$ cat config.mk
export PLATFORM = sky130hd
export DESIGN_NAME = pid_temperature_duty
export DESIGN_NICKNAME = d
export VERILOG_FILES = /design/src/rtl/ptd_pkg.sv /design/src/rtl/ptd_scale.sv /design/src/rtl/ptd_law.sv /design/src/rtl/ptd_drive.sv /design/src/rtl/pid_temperature_duty.sv
export SDC_FILE = /design/constraint.sdc
export NUM_CORES = 2
export LEC_CHECK = 0
export ABC_AREA = 0
export BUFFER_PORTS_ARGS = -buffer_cell sky130_fd_sc_hd__buf_2
export CAP_MARGIN = 15
export CORE_MARGIN = 2
export CORE_UTILIZATION = 60
export CTS_BUF_LIST = sky130_fd_sc_hd__clkbuf_2 sky130_fd_sc_hd__clkbuf_4 sky130_fd_sc_hd__clkbuf_8
export CTS_CLUSTER_DIAMETER = 200
export DETAILED_ROUTE_END_ITERATION = 10
export GPL_ROUTABILITY_DRIVEN = 0
export PLACE_DENSITY = 0.81
export SYNTH_ARGS = -nofsm -noshare
export SYNTH_HDL_FRONTEND = slang
export SYNTH_SLANG_ARGS = --single-unit
$ cat constraint.sdc
create_clock -name aclk -period 23.4 [get_ports aclk]
set_input_delay 4.68 -clock aclk [delete_from_list [all_inputs] [get_ports aclk]]
set_output_delay 4.68 -clock aclk [all_outputs]
set_load 0.01 [all_outputs]
$ cat src/rtl/ptd_pkg.sv
// shared types and constants for the pid temperature duty block
// no dependencies; used by every other rtl file but ptd_checker through scoped names
`default_nettype none
package ptd_pkg;

    // converter to percent scaling: trunc(100*(s-205)/409)
    localparam logic signed [10:0] SCALE_OFFSET = 11'sd205;
    localparam logic [33:0]        PCT_RECIP    = 34'd16408100;  // 100*ceil(2^26/409)
    localparam int                 PCT_SHIFT    = 26;

    // duty scaling: trunc(p/100)
    localparam logic [34:0] DUTY_RECIP = 35'd167773;              // ceil(2^24/100)
    localparam int          DUTY_SHIFT = 24;

    localparam logic [6:0] PERCENT_FULL = 7'd100;
    localparam int         FRAC_BITS    = 12;

    // register map, word index
    localparam logic [2:0] REG_KP           = 3'd0;
    localparam logic [2:0] REG_KI_Q12       = 3'd1;
    localparam logic [2:0] REG_KD           = 3'd2;
    localparam logic [2:0] REG_WINDUP_LIMIT = 3'd3;
    localparam logic [2:0] REG_DUTY_FULL    = 3'd4;

    localparam logic [7:0]  KP_RESET           = 8'd12;
    localparam logic [11:0] KI_Q12_RESET       = 12'd410;
    localparam logic [7:0]  KD_RESET           = 8'd40;
    localparam logic [14:0] WINDUP_LIMIT_RESET = 15'd16000;
    localparam logic [9:0]  DUTY_FULL_RESET    = 10'd621;

    typedef logic signed [8:0] error_t;

    typedef struct packed {
        logic signed [17:0] p_term;
        logic signed [18:0] d_term;
        logic signed [28:0] i_term;
    } terms_t;

endpackage
`default_nettype wire

$ cat src/rtl/ptd_scale.sv
// converts both converter samples to percent and forms the control error
// depends on ptd_pkg
`default_nettype none
module ptd_scale (
    input  wire logic [9:0]      measured_sample,
    input  wire logic [9:0]      setpoint_sample,
    output ptd_pkg::error_t      error_pct
);

    function automatic logic signed [8:0] to_percent(input logic [9:0] s);
        logic signed [10:0] d;
        logic [9:0]         mag;
        logic [33:0]        prod;
        logic [7:0]         q;
        d    = $signed({1'b0, s}) - ptd_pkg::SCALE_OFFSET;
        mag  = d[10] ? 10'(-d) : d[9:0];
        prod = 34'(mag) * ptd_pkg::PCT_RECIP;
        q    = prod[ptd_pkg::PCT_SHIFT+7:ptd_pkg::PCT_SHIFT];
        return d[10] ? -$signed({1'b0, q}) : $signed({1'b0, q});
    endfunction

    logic signed [8:0] meas_pct;
    logic signed [8:0] setp_pct;
    logic signed [9:0] diff;

    always_comb begin
        meas_pct  = to_percent(measured_sample);
        setp_pct  = to_percent(setpoint_sample);
        diff      = {setp_pct[8], setp_pct} - {meas_pct[8], meas_pct};
        error_pct = diff[8:0];
    end

endmodule
`default_nettype wire

$ cat src/rtl/ptd_law.sv
// control law state: integral with conditional integration and previous error,
// forms the three gain products; depends on ptd_pkg
`default_nettype none
module ptd_law (
    input  wire logic             aclk,
    input  wire logic             aresetn,
    input  wire ptd_pkg::error_t  error_pct,
    input  wire logic             update,
    input  wire logic [7:0]       kp,
    input  wire logic [11:0]      ki_q12,
    input  wire logic [7:0]       kd,
    input  wire logic [14:0]      windup_limit,
    output ptd_pkg::terms_t       terms
);

    logic signed [15:0] integral_reg;
    logic signed [15:0] integral_next;
    logic signed [8:0]  prev_err_reg;

    logic signed [16:0] int_ext;
    logic [16:0]        int_mag;
    logic signed [16:0] int_sum;
    logic signed [15:0] int_sat;
    logic signed [9:0]  err_diff;

    always_comb begin
        int_ext = {integral_reg[15], integral_reg};
        int_mag = int_ext[16] ? 17'(-int_ext) : int_ext;
        int_sum = int_ext + {{8{error_pct[8]}}, error_pct};
        if (int_sum[16] != int_sum[15]) begin
            int_sat = int_sum[16] ? 16'sh8000 : 16'sh7fff;
        end else begin
            int_sat = int_sum[15:0];
        end
        integral_next = (int_mag < {2'b00, windup_limit}) ? int_sat : integral_reg;
        err_diff      = {error_pct[8], error_pct} - {prev_err_reg[8], prev_err_reg};

        terms.p_term = $signed({1'b0, kp}) * error_pct;
        terms.d_term = $signed({1'b0, kd}) * err_diff;
        terms.i_term = $signed({1'b0, ki_q12}) * integral_next;
    end

    always_ff @(posedge aclk) begin
        if (!aresetn) begin
            integral_reg <= '0;
            prev_err_reg <= '0;
        end else if (update) begin
            integral_reg <= integral_next;
            prev_err_reg <= error_pct;
        end
    end

endmodule
`default_nettype wire

$ cat src/rtl/ptd_drive.sv
// sums the gain products in 1/4096 units, truncates and clamps to 0..100
// depends on ptd_pkg
`default_nettype none
module ptd_drive (
    input  wire ptd_pkg::terms_t  terms,
    output logic [6:0]            drive_percent
);

    logic signed [17:0] p_term;
    logic signed [18:0] d_term;
    logic signed [32:0] i_ext;
    logic signed [19:0] pd_sum;
    logic signed [32:0] pd_shift;
    logic signed [32:0] total;

    always_comb begin
        p_term   = terms.p_term;
        d_term   = terms.d_term;
        i_ext    = terms.i_term;
        pd_sum   = p_term + d_term;
        pd_shift = $signed({pd_sum[19], pd_sum, {ptd_pkg::FRAC_BITS{1'b0}}});
        total    = pd_shift + i_ext;
        if (total[32] || (total == '0)) begin
            drive_percent = '0;
        end else if (total[31:ptd_pkg::FRAC_BITS] > 20'(ptd_pkg::PERCENT_FULL)) begin
            drive_percent = ptd_pkg::PERCENT_FULL;
        end else begin
            drive_percent = total[ptd_pkg::FRAC_BITS+6:ptd_pkg::FRAC_BITS];
        end
    end

endmodule
`default_nettype wire

$ cat src/rtl/pid_temperature_duty.sv
// pid temperature controller, sample pair in, heater pwm duty out
// six stage pipeline (input, error, gain products, drive, duty product, duty)
// throughput: one word per cycle; a stall at the output fills pipeline bubbles first
// reset (aresetn low, synchronous): pipeline empty, integral and previous error zero,
// registers at their reset values
`default_nettype none
module pid_temperature_duty (
    input  wire logic        aclk,
    input  wire logic        aresetn,
    input  wire logic        s_tvalid,
    output logic             s_tready,
    input  wire logic [23:0] s_tdata,   // measured_sample[9:0], setpoint_sample[19:10]
    output logic             m_tvalid,
    input  wire logic        m_tready,
    output logic [23:0]      m_tdata,   // pwm_duty[9:0], drive_percent[16:10]
    input  wire logic        psel,
    input  wire logic        penable,
    input  wire logic        pwrite,
    input  wire logic [4:0]  paddr,
    input  wire logic [31:0] pwdata,
    output logic [31:0]      prdata,
    output logic             pready
);

    logic [7:0]  kp_reg;
    logic [11:0] ki_q12_reg;
    logic [7:0]  kd_reg;
    logic [14:0] windup_limit_reg;
    logic [9:0]  duty_full_reg;

    logic [5:0] valid_reg;
    logic [5:0] valid_in;
    logic [5:0] stage_ready;

    logic [9:0]       meas0_reg;
    logic [9:0]       setp0_reg;
    ptd_pkg::error_t  err_next;
    ptd_pkg::error_t  err1_reg;
    ptd_pkg::terms_t  terms_next;
    ptd_pkg::terms_t  terms2_reg;
    logic [6:0]       drive_next;
    logic [6:0]       drive3_reg;
    logic [16:0]      prod4_next;
    logic [16:0]      prod4_reg;
    logic [6:0]       drive4_reg;
    logic [34:0]      duty_prod;
    logic [9:0]       duty5_reg;
    logic [6:0]       drive5_reg;

    logic cfg_write;

    // configuration port
    assign pready    = 1'b1;
    assign cfg_write = psel && penable && pwrite && pready;

    always_ff @(posedge aclk) begin
        if (!aresetn) begin
            kp_reg           <= ptd_pkg::KP_RESET;
            ki_q12_reg       <= ptd_pkg::KI_Q12_RESET;
            kd_reg           <= ptd_pkg::KD_RESET;
            windup_limit_reg <= ptd_pkg::WINDUP_LIMIT_RESET;
            duty_full_reg    <= ptd_pkg::DUTY_FULL_RESET;
        end else if (cfg_write) begin
            unique case (paddr[4:2])
                ptd_pkg::REG_KP:           kp_reg           <= pwdata[7:0];
                ptd_pkg::REG_KI_Q12:       ki_q12_reg       <= pwdata[11:0];
                ptd_pkg::REG_KD:           kd_reg           <= pwdata[7:0];
                ptd_pkg::REG_WINDUP_LIMIT: windup_limit_reg <= pwdata[14:0];
                ptd_pkg::REG_DUTY_FULL:    duty_full_reg    <= pwdata[9:0];
                default: ;
            endcase
        end
    end

    always_comb begin
        unique case (paddr[4:2])
            ptd_pkg::REG_KP:           prdata = {24'd0, kp_reg};
            ptd_pkg::REG_KI_Q12:       prdata = {20'd0, ki_q12_reg};
            ptd_pkg::REG_KD:           prdata = {24'd0, kd_reg};
            ptd_pkg::REG_WINDUP_LIMIT: prdata = {17'd0, windup_limit_reg};
            ptd_pkg::REG_DUTY_FULL:    prdata = {22'd0, duty_full_reg};
            default:                   prdata = '0;
        endcase
    end

    // pipeline flow control, each stage takes a word when it is empty or moving on
    always_comb begin
        stage_ready[5] = !valid_reg[5] || m_tready;
        for (int k = 4; k >= 0; k--) begin
            stage_ready[k] = !valid_reg[k] || stage_ready[k+1];
        end
    end

    assign valid_in = {valid_reg[4:0], s_tvalid};
    assign s_tready = stage_ready[0];

    always_ff @(posedge aclk) begin
        if (!aresetn) begin
            valid_reg <= '0;
        end else begin
            for (int k = 0; k < 6; k++) begin
                if (stage_ready[k]) begin
                    valid_reg[k] <= valid_in[k];
                end
            end
        end
    end

    ptd_scale u_scale (
        .measured_sample (meas0_reg),
        .setpoint_sample (setp0_reg),
        .error_pct       (err_next)
    );

    ptd_law u_law (
        .aclk         (aclk),
        .aresetn      (aresetn),
        .error_pct    (err1_reg),
        .update       (valid_reg[1] && stage_ready[2]),
        .kp           (kp_reg),
        .ki_q12       (ki_q12_reg),
        .kd           (kd_reg),
        .windup_limit (windup_limit_reg),
        .terms        (terms_next)
    );

    ptd_drive u_drive (
        .terms         (terms2_reg),
        .drive_percent (drive_next)
    );

    assign prod4_next = 17'(duty_full_reg) * 17'(drive3_reg);
    assign duty_prod  = 35'(prod4_reg) * ptd_pkg::DUTY_RECIP;

    always_ff @(posedge aclk) begin
        if (stage_ready[0] && valid_in[0]) begin
            meas0_reg <= s_tdata[9:0];
            setp0_reg <= s_tdata[19:10];
        end
        if (stage_ready[1] && valid_in[1]) begin
            err1_reg <= err_next;
        end
        if (stage_ready[2] && valid_in[2]) begin
            terms2_reg <= terms_next;
        end
        if (stage_ready[3] && valid_in[3]) begin
            drive3_reg <= drive_next;
        end
        if (stage_ready[4] && valid_in[4]) begin
            prod4_reg  <= prod4_next;
            drive4_reg <= drive3_reg;
        end
        if (stage_ready[5] && valid_in[5]) begin
            duty5_reg  <= duty_prod[ptd_pkg::DUTY_SHIFT+9:ptd_pkg::DUTY_SHIFT];
            drive5_reg <= drive4_reg;
        end
    end

    assign m_tvalid = valid_reg[5];
    assign m_tdata  = {7'd0, drive5_reg, duty5_reg};

endmodule
`default_nettype wire

==> summary.txt <==
Clock network
  – Root Driver: clkbuf_8
  – TritonCTS clock tree: done
  – Total CTS buffers: 42
  – Post_cts resized: 0
  – Clock sink count: 215
  – Post-CTS setup buffer count: 0
  – CTS H-tree lvls: 2
  – Maximum clock insertion buffer count: 3
  – Clk slew on worst S/H paths: ~0.060 ns
  – Cts hold-fix bufs: 0
  – Clk_lat worst skew: approximately 0.65 ns

Timing
  – Maximum clock rate: 0.08952 GHz
  – Worst Skew: around 0.053 ns
  – Max-slew violation count: 0
  – Final worst-path cycle share: 0.4774
  – Min Tclk post-route: around 11 ns
  – Max transition margin: 0.2184
  – Setup_tns: 0 ns
  – RSZ-0062 raised after global routing: no
  – Final setup vio count: 0
  – Worst-margin pin slew: 1.169 ns
  – Final hold vios: 0

Die
  – Die ar.: 68910 um^2
  – I/O pins: 127
  – Die Ht: 262.5 um
  – Die W: 262.5 um
  – Initial Util: 0.6077
  – Std-Cell Rows: 94
  – Core region area: 65980 um^2

Layout
  – Most frequent cells in the layout: inv_1 (919), ha_1 (601), fa_1 (561), nand2_1 (364), a21oi_1 (176)
  – Max reg flops: 54
  – Synth-to-layout area growth: 4.799%
  – Share of layout cells above drive strength 1: 0.05566
  – Nets: 5580
  – Fin area: 42020 um^2
  – Most common cell after layout, fill and taps aside: inv_1
  – Fill cells: 5240
  – Area of the multi-input gates: between 30000 and 40000 um^2
  – Register area: ~5600 um^2

GRT
  – Initial antenna violation count: 5
  – Vias in the first global route: between 30000 and 40000
  – Largest net degree at the start of global routing: 69
  – GRT Total Usage: 0.2809
  – First-pass GRT wire length: 157.0 mm
  – Remaining Overflow, GRT: 0

Worst setup path
  – Kind of critical path: in2out
  – R2r endpoint: err1_reg[8]
  – Critical path arrival: 6.49 ns
  – Worst Setup Start Kind: input pin
  – R2R setup slack: 12.78 ns
  – CP Capture Point: prdata[7]
  – Critical Path Source: paddr[4]
  – Req. time, crit path: 18.72 ns
  – Cells on worst reg2reg path: 36
  – Critical-path maximum fanout: 16
  – Crit path capture type: output port
  – Launch point of the worst reg-to-reg path: meas0_reg[0]

Detailed routing
  – DR vias: 30520
  – Pre-antenna DRT Iters: 7
  – DRC Markers: 0
  – Antenna-violating nets left: 0
  – Mean number of vias per cell: 5.808
  – Final WL: ~95 mm
  – DR WL/cell: 18.09 um
  – Initial DRC count: 2584

Yosys
  – Post-synth top area cell: fa_1
  – Post-synth top area share: 0.2801
  – Mapped Cells: 4363
  – Number of synthesized register bits: between 200 and 250
  – Netlist cell types: 92
  – Synth area leaders: fa_1 (28%), ha_1 (19%), edfxtp_1 (9.8%)
  – Ys flop type: edfxtp_1
  – Yosys warns: 0
  – Sequential share of the synthesized area: 0.1400
  – Mapped cell area: 40100 um^2
  – Average size of a mapped cell: 9.190 um^2
  – Number of synthesized flops with an enable pin: 131
  – Asr flop ratio synth: 0

Placed design
  – PortBufs: 78
  – HPWL Detailed: ~77 mm
  – Placed Area: 41120 um^2

Job
  – Max-Cap Viols: 0

Outcome
  – Status: complete, no violations

Hold path
  – Hold/Removal Path Class: reg2reg
-- routing by layer --
metal	GRT usage	up-vias	part of all wire
met2	0.4620	1224	0.47
met3	0.04573	286	0.076
met5	0	-	0.00024
met4	0.1227	4	0.048
li1	-	14280	-
met1	0.3681	14730	0.41
-- area by class of cell --
cell class,instances,area share
clock inverter,26,0.004050
multi-input combinational,3059,0.7220
timing repair buffer,111,0.01566
clock buffer,52,0.01629
antenna,6,0.0003573
tap,864,0.02573
sequential,215,0.1336
inverter,921,0.08227
-- metrics by stage --
step                        util  cells  setup WS, ns  hold WS [ns]
after detailed placement  0.6233   5169         12.35        0.4225
after CTS                 0.6362   5247         12.34        0.4337
final                     0.6369   5254         12.23        0.4275
after global placement    0.6233   5169         12.35        0.4243
after floorplan                -   4386         13.05        0.4003
after global routing      0.6367   5251         11.92        0.4497
-- worst max-delay path, stage by stage --
cell and delay, ns:
buf_2 0.27, nor2b_1 0.65, a22oi_1 0.21, o22ai_1 0.45
buf_2 0.22
-- kinds of logic (layout without fill, tap and decap cells) --
| group | after synthesis | after routing | synth area share |
|---|---|---|---|
| other | 2 | 31 | 0.0001873 |
| muxes | 26 | 26 | 0.006772 |
| xor gates and xnor gates | 194 | 194 | 0.04291 |
| and+or+nand+nor | 977 | 977 | 0.1210 |
| AOI/OAI and AO/OA | 675 | 675 | 0.1146 |
| buffers and inverters | 1112 | 1110 | 0.1068 |
| adders and majority gates | 1162 | 1162 | 0.4676 |
| DFF | 215 | 215 | 0.1400 |
-- synth_stat cells (all sizes together), types with 17 or more instances --
cell type and n:
a211oi 18, a21o 65, a21oi 176, a22oi 21
a31oi 19, a32oi 44, and2 108, and3 60
buf 42, clkbuf 149, dfxtp 84, edfxtp 131
fa 561, ha 601, inv 920, mux2i 17
nand2 364, nand2b 28, nand3 113, nand4 29
nor2 107, nor2b 35, nor3 39, o21ai 84
o21bai 25, o22ai 56, o31ai 19, or3 18
xnor2 136, xor2 57
-- worst min path at each step --
stage          cells past startpoint           from            end
6_report                           0  drive4_reg[6]  drive5_reg[6]
5_1_grt                            0  drive4_reg[6]  drive5_reg[6]
4_1_cts                            0  drive4_reg[6]  drive5_reg[6]
3_5_place_dp                       0  drive4_reg[3]  drive5_reg[3]
3_3_place_gp                       0  drive4_reg[3]  drive5_reg[3]
2_1_floorplan                      0  drive4_reg[0]  drive5_reg[0]
Power is left out: the tool's default activity adds up to more than one toggle a clock period on the data nets, which glitch-free logic cannot reach.
